## config.mk

```make
export PLATFORM = sky130hd
export DESIGN_NAME = sorted_insert_queue
export DESIGN_NICKNAME = d
export VERILOG_FILES = /design/src/siq_pkg.sv /design/src/siq_cell.sv /design/src/sorted_insert_queue.sv
export VERILOG_INCLUDE_DIRS = /design/src /design/src/src
export SDC_FILE = /design/constraint.sdc
export NUM_CORES = 2
export LEC_CHECK = 0
export ABC_CLOCK_PERIOD_IN_PS = 6830
export BUFFER_PORTS_ARGS = -buffer_cell sky130_fd_sc_hd__buf_2
export CORE_ASPECT_RATIO = 2
export CORE_UTILIZATION = 65
export DETAILED_ROUTE_END_ITERATION = 6
export GPL_TIMING_DRIVEN = 0
export PLACE_DENSITY = 0.93
export SLEW_MARGIN = 10
export SYNTH_ARGS = -nofsm -noshare
export SYNTH_HDL_FRONTEND = slang
export SYNTH_SLANG_ARGS = --single-unit
export TNS_END_PERCENT = 20
```

## constraint.sdc

```tcl
create_clock -name clk -period 6.83 [get_ports clk]
set_input_delay 1.0245 -clock clk [delete_from_list [all_inputs] [get_ports clk]]
set_output_delay 1.0245 -clock clk [all_outputs]
set_load 0.005 [all_outputs]
```

## src/sorted_insert_queue_assert.svh

```systemverilog
// Assertion macros shared by the sorted insert queue RTL.
`ifndef SORTED_INSERT_QUEUE_ASSERT_SVH
`define SORTED_INSERT_QUEUE_ASSERT_SVH

// The consequent must hold in the same cycle as the antecedent.
`define SIQ_ASSERT_NOW(label, ante, cons) \
  label: assert property (@(posedge clk) disable iff (!rst_n) (ante) |-> (cons)) \
    else $error("sorted insert queue: same-cycle check failed");

// The consequent must hold in the cycle after the antecedent.
`define SIQ_ASSERT_NEXT(label, ante, cons) \
  label: assert property (@(posedge clk) disable iff (!rst_n) (ante) |=> (cons)) \
    else $error("sorted insert queue: next-cycle check failed");

`endif

```

## src/siq_pkg.sv

```systemverilog
// Types and constants shared by the sorted insert queue modules.
package siq_pkg;

  localparam int VAL_W = 32;
  localparam int OCC_W = 5;

  localparam logic KIND_INSERT = 1'b0;
  localparam logic KIND_DUMP   = 1'b1;

  typedef struct packed {
    logic                    kind;
    logic signed [VAL_W-1:0] value;
  } in_word_t;

  typedef struct packed {
    logic signed [VAL_W-1:0] value_res;
    logic                    last;
    logic                    empty_store;
    logic                    refused;
    logic [OCC_W-1:0]        occupancy;
  } out_word_t;

  // Operation broadcast to every cell of the chain.
  typedef struct packed {
    logic                    insert_en;
    logic                    rotate_en;
    logic signed [VAL_W-1:0] value;
  } siq_ctrl_t;

  // Where a cell sits relative to the current fill level.
  typedef struct packed {
    logic occupied;
    logic tail;
  } siq_pos_t;

endpackage

```

## src/siq_cell.sv

```systemverilog
// One storage cell of the sorted chain: compare, shift up on insert, rotate on dump.
module siq_cell (
  input  logic                             clk,
  input  siq_pkg::siq_ctrl_t               ctrl,
  input  siq_pkg::siq_pos_t                pos,
  input  logic                             left_less,
  input  logic signed [siq_pkg::VAL_W-1:0] left_value,
  input  logic signed [siq_pkg::VAL_W-1:0] right_value,
  input  logic signed [siq_pkg::VAL_W-1:0] head_value,
  output logic                             less_o,
  output logic signed [siq_pkg::VAL_W-1:0] value_o
);
  import siq_pkg::*;

  logic signed [VAL_W-1:0] entry_r;
  logic signed [VAL_W-1:0] entry_nxt;

  // A cell holding a smaller value keeps it; the first cell that does not
  // takes the new value and every cell above it takes its left neighbor's.
  assign less_o  = pos.occupied && (entry_r < ctrl.value);
  assign value_o = entry_r;

  always_comb begin
    entry_nxt = entry_r;
    if (ctrl.insert_en) begin
      if (!less_o) begin
        entry_nxt = left_less ? ctrl.value : left_value;
      end
    end else if (ctrl.rotate_en && pos.occupied) begin
      // The last occupied cell wraps around to the head value.
      entry_nxt = pos.tail ? head_value : right_value;
    end
  end

  always_ff @(posedge clk) begin
    entry_r <= entry_nxt;
  end

endmodule

```

## src/sorted_insert_queue.sv

```systemverilog
// Sorted insert queue: an ascending store of signed words built as a chain of cells.
// An insert gives a single result word, which is registered at the
// accepting edge and offered in the cycle after it.
// A dump of N stored words streams one word per cycle while out_stall is low;
// an empty dump gives one word.
// The rate is set by the dump, which rotates the cell chain by one place per word.
// Synchronous active-low reset empties the store; cell contents are not cleared.
`include "sorted_insert_queue_assert.svh"

module sorted_insert_queue #(
  parameter int CAPACITY = 16
) (
  input  logic               clk,
  input  logic               rst_n,
  input  logic               in_valid,
  output logic               in_stall,
  input  siq_pkg::in_word_t  in_word,
  output logic               out_valid,
  input  logic               out_stall,
  output siq_pkg::out_word_t out_word
);
  import siq_pkg::*;

  // Count width holds CAPACITY itself; the dump index only needs CAPACITY-1.
  localparam int CW = $clog2(CAPACITY + 1);
  localparam int KW = $clog2(CAPACITY);

  localparam logic ST_IDLE = 1'b0;
  localparam logic ST_DUMP = 1'b1;

  logic            state_r;
  logic            state_nxt;
  logic [CW-1:0]   count_r;
  logic [CW-1:0]   count_nxt;
  logic [KW-1:0]   idx_r;
  logic [KW-1:0]   idx_nxt;
  logic            out_valid_r;
  logic            out_valid_nxt;
  out_word_t       out_word_r;
  out_word_t       out_word_nxt;

  logic            out_free;
  logic            in_fire;
  logic            full;
  logic            insert_go;
  logic            dump_start;
  logic            dump_step;
  logic            rotate;
  logic [KW-1:0]   idx_cur;
  logic            last_emit;
  siq_ctrl_t       ctrl;

  logic signed [VAL_W-1:0] cell_val [CAPACITY];
  logic [CAPACITY-1:0]     cell_less;
  logic signed [VAL_W-1:0] head_val;

  // The output register is free when it is empty or its word leaves this cycle.
  assign out_free = !out_valid_r || !out_stall;

  // No new word is taken while a dump streams or the output register is held.
  assign in_stall = (state_r == ST_DUMP) || !out_free;
  assign in_fire  = in_valid && !in_stall;

  assign full       = (count_r == CW'(CAPACITY));
  assign insert_go  = in_fire && (in_word.kind == KIND_INSERT) && !full;
  assign dump_start = in_fire && (in_word.kind == KIND_DUMP) && (count_r != '0);
  assign dump_step  = (state_r == ST_DUMP) && out_free;
  assign rotate     = dump_start || dump_step;

  // The head cell always holds the next word of a dump, since the chain
  // rotates left by one place for every word sent out.
  assign idx_cur   = dump_start ? '0 : idx_r;
  assign last_emit = (CW'(idx_cur) == (count_r - 1'b1));
  assign head_val  = cell_val[0];

  assign ctrl.insert_en = insert_go;
  assign ctrl.rotate_en = rotate;
  assign ctrl.value     = in_word.value;

  // Chain of cells: each one sees its left neighbor's compare result and value,
  // its right neighbor's value for rotation, and the head value for wrap-around.
  for (genvar i = 0; i < CAPACITY; i++) begin : g_cell
    siq_pos_t                pos;
    logic                    left_less;
    logic signed [VAL_W-1:0] left_value;
    logic signed [VAL_W-1:0] right_value;

    assign pos.occupied = (CW'(i) < count_r);
    assign pos.tail     = (CW'(i) == (count_r - 1'b1));

    if (i == 0) begin : g_first
      assign left_less  = 1'b1;
      assign left_value = in_word.value;
    end else begin : g_inner
      assign left_less  = cell_less[i-1];
      assign left_value = cell_val[i-1];
    end

    if (i == CAPACITY - 1) begin : g_last
      assign right_value = head_val;
    end else begin : g_mid
      assign right_value = cell_val[i+1];
    end

    siq_cell u_cell (
      .clk         (clk),
      .ctrl        (ctrl),
      .pos         (pos),
      .left_less   (left_less),
      .left_value  (left_value),
      .right_value (right_value),
      .head_value  (head_val),
      .less_o      (cell_less[i]),
      .value_o     (cell_val[i])
    );
  end

  // Sequencer for the dump stream and the fill count.
  always_comb begin
    state_nxt = state_r;
    idx_nxt   = idx_r;
    count_nxt = insert_go ? count_r + 1'b1 : count_r;
    unique case (state_r)
      ST_IDLE: begin
        if (dump_start && !last_emit) begin
          state_nxt = ST_DUMP;
          idx_nxt   = KW'(1);
        end
      end
      ST_DUMP: begin
        if (dump_step) begin
          if (last_emit) begin
            state_nxt = ST_IDLE;
          end else begin
            idx_nxt = idx_r + 1'b1;
          end
        end
      end
      default: begin
        state_nxt = ST_IDLE;
      end
    endcase
  end

  // Result word: one per insert or empty dump, one per stored value otherwise.
  always_comb begin
    out_word_nxt             = out_word_r;
    out_word_nxt.value_res   = '0;
    out_word_nxt.last        = 1'b1;
    out_word_nxt.empty_store = 1'b0;
    out_word_nxt.refused     = 1'b0;
    if (rotate) begin
      out_word_nxt.value_res = head_val;
      out_word_nxt.last      = last_emit;
      out_word_nxt.occupancy = OCC_W'(count_r);
    end else if (in_word.kind == KIND_INSERT) begin
      out_word_nxt.refused   = full;
      out_word_nxt.occupancy = full ? OCC_W'(count_r) : OCC_W'(count_r + 1'b1);
    end else begin
      out_word_nxt.empty_store = 1'b1;
      out_word_nxt.occupancy   = '0;
    end
    if (!(in_fire || dump_step)) begin
      out_word_nxt = out_word_r;
    end
  end

  assign out_valid_nxt = (in_fire || dump_step) ? 1'b1 : (out_valid_r && out_stall);

  always_ff @(posedge clk) begin
    if (!rst_n) begin
      state_r     <= ST_IDLE;
      count_r     <= '0;
      idx_r       <= '0;
      out_valid_r <= 1'b0;
    end else begin
      state_r     <= state_nxt;
      count_r     <= count_nxt;
      idx_r       <= idx_nxt;
      out_valid_r <= out_valid_nxt;
    end
  end

  always_ff @(posedge clk) begin
    out_word_r <= out_word_nxt;
  end

  assign out_valid = out_valid_r;
  assign out_word  = out_word_r;

  // The fill count never passes the capacity.
  `SIQ_ASSERT_NOW(a_count_bound, 1'b1, count_r <= CW'(CAPACITY))
  // A dump in progress always has stored words and an index inside them.
  `SIQ_ASSERT_NOW(a_dump_index, state_r == ST_DUMP, (count_r != '0) && (CW'(idx_r) < count_r))
  // The store does not change size while a dump streams.
  `SIQ_ASSERT_NEXT(a_dump_count_stable, state_r == ST_DUMP, $stable(count_r))
  // A refused insert reports a full store.
  `SIQ_ASSERT_NOW(a_refused_full, out_valid_r && out_word_r.refused, full)

endmodule
```

==> results of run 1 <==
[cell families after synthesis]
family / synth area share
AOI/OAI and AO/OA: 0.1621
xor gates and xnor gates: 0.002107
adders and majority gates: 0.1432
buffers and inverters: 0.03739
DFF: 0.3823
muxes: 0.1133
and+or+nand+nor: 0.1596
[per-layer routing]
layer  GRT overflow  global-route usage
met5              1              0.1519
met4            330              0.7856
met3             17              0.5697
met2            497              0.9372
met1              6              0.7743
[cells in the mapped netlist, types with 35 or more instances]
library cell / count / area, sq um
nand4_1: 59 / 369.1
a21o_1: 120 / 900.9
mux2_2: 66 / 743.2
clkbuf_1: 241 / 904.6
ha_1: 503 / 6294
buf_2: 80 / 400.4
inv_1: 53 / 198.9
nand2_1: 700 / 2628
edfxtp_1: 552 / 16580
a21oi_1: 438 / 2192
o22ai_1: 35 / 219.0
nor2_1: 168 / 630.6
o21ai_0: 182 / 910.9
nor3_1: 141 / 705.7
mux2i_1: 423 / 4234
a221oi_1: 133 / 1165
and3_1: 226 / 1414
and2_1: 40 / 250.2
[through the flow]
step                      worst slack, ns  std cells
after floorplan                    0.9144       4561
after global placement             -3.142       5521
after detailed placement         -0.08432       5539
after CTS                          0.5795       5637
==> run summary, run 1 <==
Cells after Synth -> 4,561
Post-CTS Repair Setup Buffers -> 0
Port bufs -> 76
Syn. warnings -> 0
Clock sink count -> 563
Stop err -> [ERROR GRT-0116] Global routing finished with congestion. Check the congestion regions in the DRC Viewer.
# resized after CTS -> 0
TritonCTS Buffers -> 54
Post-Place Cell Area -> 45,930 sq um
Mapped Area -> 43,940 sq um
Htree depth -> 2
Dpl hpwl -> 163.8 mm
Hold_buf cts -> 0
Placer Congestion -> 1.159
FFs w/ async S/R, synth -> 0
Total track usage -> 0.7621
Initial Util -> 0.6584
CTS root buf -> clkbuf_16
Syn avg cell area -> 9.633 sq um
Die width -> 185.8 um
Global-route wire length before repair -> 383.5 mm
Ys flop type -> edfxtp_1
Maximum clock path buffer count -> 3
Syn_nets -> 5,101
Seq/Total Area, Yosys -> 0.3823
Number of library cell types mapped by synthesis -> 76
Status -> did not finish
DIE HEIGHT -> 369.7 um
Seq cells post-synth -> 563
Remaining global-route overflow -> 851
IO Pins -> 79
Number of synthesized flops with an enable pin -> 552
Pin count of the biggest net entering global routing -> 33
Number of global-route vias before repair -> 48.86k
Fail Step -> global routing
Site Rows -> 134
==> run 2, diff against run 1 <==
CORE_ASPECT_RATIO = not set   (was 2)
CORE_UTILIZATION = 40   (was 65)
PLACE_DENSITY = not set   (was 0.93)
PLACE_DENSITY_LB_ADDON = 0.15   (was not set)
==> run summary, run 2 <==
Share of cells above drive strength 1 -> 0.08940
Die width -> 333.4 um
Total track usage -> 0.3848
Worst hold path type -> flip-flop to flip-flop
Area grow syn2layout -> 12.21%
Pin count of the biggest net entering global routing -> 23
Non-Filler Instances -> 6,231
Syn. warnings -> 0
Period utilization -> 1.062
R2R Path Start -> count_r[0]
Min Clock Period, post-route -> 7.254 ns
DRC violations left -> 0
Hold path cells -> 2
Multi-input logic area -> 25,700 sq um
Hold_buf cts -> 0
Fin nets -> 5,294
Drt total wl -> 219.5 mm
Path type of the worst setup path -> input port to flip-flop
Max FFs per register -> 512
Total number of vias -> 41.61k
Adder-Cell Fraction of Synth Area -> 0.1432
Routed Antenna Nets -> 0
Most frequent cells in the layout -> 699 x nand2_1, 552 x edfxtp_1, 503 x ha_1
Clock transition at path regs -> 0.06 ns
Leading cell type in the layout, fill and taps excluded -> nand2_1
Hold path start -> idx_r[3]
Initial antenna violation count -> 18
Worst Setup Start Kind -> input port
Synth area leaders -> edfxtp_1 38%, ha_1 14%, mux2i_1 9.6%
Clock sink count -> 563
Storage cell area -> 16,800 sq um
Number of library cell types mapped by synthesis -> 76
TritonCTS Buffers -> 75
Maximum clock path buffer count -> 3
Port bufs -> 76
Peak supply drop -> 160.7 uV
Final setup viols -> 93
Synth area leader -> edfxtp_1
WP data arrival -> 7.65 ns
Number of global-route vias before repair -> 39.28k
Drt first-iter violations -> 5,888
Post-synthesis compound-gate area fraction -> 0.1621
Dpl hpwl -> 168.6 mm
Static leakage -> 22.38 nW
Skew final -> 0.03330 ns
Worst slew pin tran -> 1.457 ns
Core area -> 108,900 sq um
CTS root buf -> clkbuf_16
IO Pins -> 79
Unrepaired setup endpoints after global routing -> yes
Commonest cells in the netlist -> 700 x nand2_1, 552 x edfxtp_1, 503 x ha_1
CP max FO -> 19
Seq cells post-synth -> 563
Post-synthesis mux area share -> 0.1133
Violated checks -> negative setup slack
Cells after Synth -> 4,561
Vias/cell -> 6.679
PwrDens -> 215.0 nW/um^2
R2R setup slack -> 1.26 ns
Ys flop type -> edfxtp_1
Final hold vios -> 0
CTS tree -> built
Status -> complete, but fails checks
Syn avg cell area -> 9.633 sq um
Total Die Area -> 111,200 sq um
CP max stage delay -> 0.92 ns
Remaining global-route overflow -> 0
Critical Path Sink Type -> flip-flop
Most Frequent Cell on Critical Path -> buf_2
Maxcap violations -> 0
Htree depth -> 3
Syn_nets -> 5,101
Synth Area in XOR/XNOR -> 0.002107
Site Rows -> 121
CP cell instances -> buf_2, clkbuf_1, inv_1, ha_1, nand4_1, nor4_2, o311ai_0, a31o_2, nand3_1, nor3b_1, buf_2, buf_1, o22ai_4, buf_12
FFs w/ async S/R, synth -> 0
WL per Instance -> 35.23 um
FILL cells -> 10.62k
PnR Total Power -> 10.60 mW
Cells after DPL -> 6,078
DIE HEIGHT -> 333.4 um
Initial Util -> 0.4036
R2R depth -> 11
Placer Congestion -> 1.032
Global-route wire length before repair -> 300.8 mm
Hold endpoint -> idx_r[3]
R2r endpoint -> g_cell[4].u_cell.value_o[11]
Slew headroom -> 0.02210
Worst path slowest cell -> inv_1
Number of synthesized flops with an enable pin -> 552
Cell with the most instances after synthesis -> nand2_1
Insertion delay to the later sink of the worst-skew pair -> 0.68 ns
Post-Synth Simple-Gate Area -> 0.1596
Fmax -> 137.8 MHz
Worst Slack Setup Final -> -0.4244 ns
Max-slew violation count -> 0
Seq/Total Area, Yosys -> 0.3823
Mapped Area -> 43,940 sq um
Largest family of logic cells by synthesized area -> compound AO/OA/AOI/OAI gates
CP Data Required Time -> 7.22 ns
Yosys top cell area share -> 0.3773
Drt pass-1 iters -> 7
==> run 2: how the worst max path moves through the flow <==
| stage | from | end | slack, ns | cells after the start |
|---|---|---|---|---|
| after global routing | in_word[15] | g_cell[11].u_cell.value_o[25] | -0.21 | 13 |
| final | in_word[25] | g_cell[2].u_cell.value_o[14] | -0.42 | 14 |
| after global placement | in_word[14] | g_cell[11].u_cell.value_o[12] | -5.14 | 12 |
| after detailed placement | in_word[14] | g_cell[11].u_cell.value_o[12] | -0.77 | 13 |
| after floorplan | in_word[14] | g_cell[11].u_cell.value_o[0] | 0.91 | 11 |
| after CTS | in_word[15] | g_cell[11].u_cell.value_o[25] | -0.02 | 13 |
==> run 2: layout make-up <==
class / count / share of cell area
Antenna cell: 7 / 0.0003553
Buffer: 349 / 0.02936
Clock buffer: 89 / 0.04000
Clock inverter: 44 / 0.007182
Inverter: 53 / 0.004416
Multi-Input combinational cell: 3596 / 0.5214
Sequential cell: 563 / 0.3407
Tap cell: 1414 / 0.03589
Timing Repair Buffer: 116 / 0.02071
==> run 2: through the flow <==
| step | worst slack, ns | hold slack [ns] | utilization | TNS, ns | area (sq um) |
|---|---|---|---|---|---|
| final | -0.4244 | 0.5241 | 0.4529 | -20.27 | 49300 |
| after global routing | -0.2069 | 0.5507 | 0.4527 | -5.806 | 49280 |
| after floorplan | 0.9144 | 0.4780 | - | 0 | 43940 |
| after CTS | -0.02176 | 0.5228 | 0.4526 | -0.3280 | 49270 |
| after global placement | -5.145 | 0.5010 | 0.4234 | -1390.20 | 46090 |
| after detailed placement | -0.7690 | 0.5147 | 0.4302 | -148.46 | 46820 |
==> run 2: cell families (layout without fill, tap and decap cells) <==
logic type,Yosys count,after routing
xor+xnor,9,9
buf+inv,402,651
fa+ha+maj,503,503
compound gates,1115,1115
simple gates,1480,1480
other cells,0,7
mux,489,489
flops,563,563
==> run 2: critical path, delay by kind of cell <==
kind                       cells  cell delay, ns
buffers and inverters          6            3.18
and+or+nand+nor                4            1.27
adders and majority gates      1            0.61
AOI/OAI and AO/OA              3            1.49
==> run 2: what timing repair did <==
action	4_1_cts	5_1_grt
setup endpoints to repair	50	82
resized for setup	6	1
setup buffers	13	0
==> run 2: metal layers <==
metal,GRT usage,vias up,share of wire
li1,-,17790,-
met1,0.4926,20490,0.39
met2,0.5730,2768,0.42
met3,0.1347,558,0.13
met4,0.1907,12,0.055
met5,0.001303,-,0.00074
==> run 2: power by group <==
| part | switching (mW) | total, mW | internal [mW] |
|---|---|---|---|
| clock network | 1.75 | 4.00 | 2.24 |
| registers | 0.255 | 4.36 | 4.10 |
| logic | 1.52 | 2.24 | 0.720 |
(Power assumes the default switching activity.)
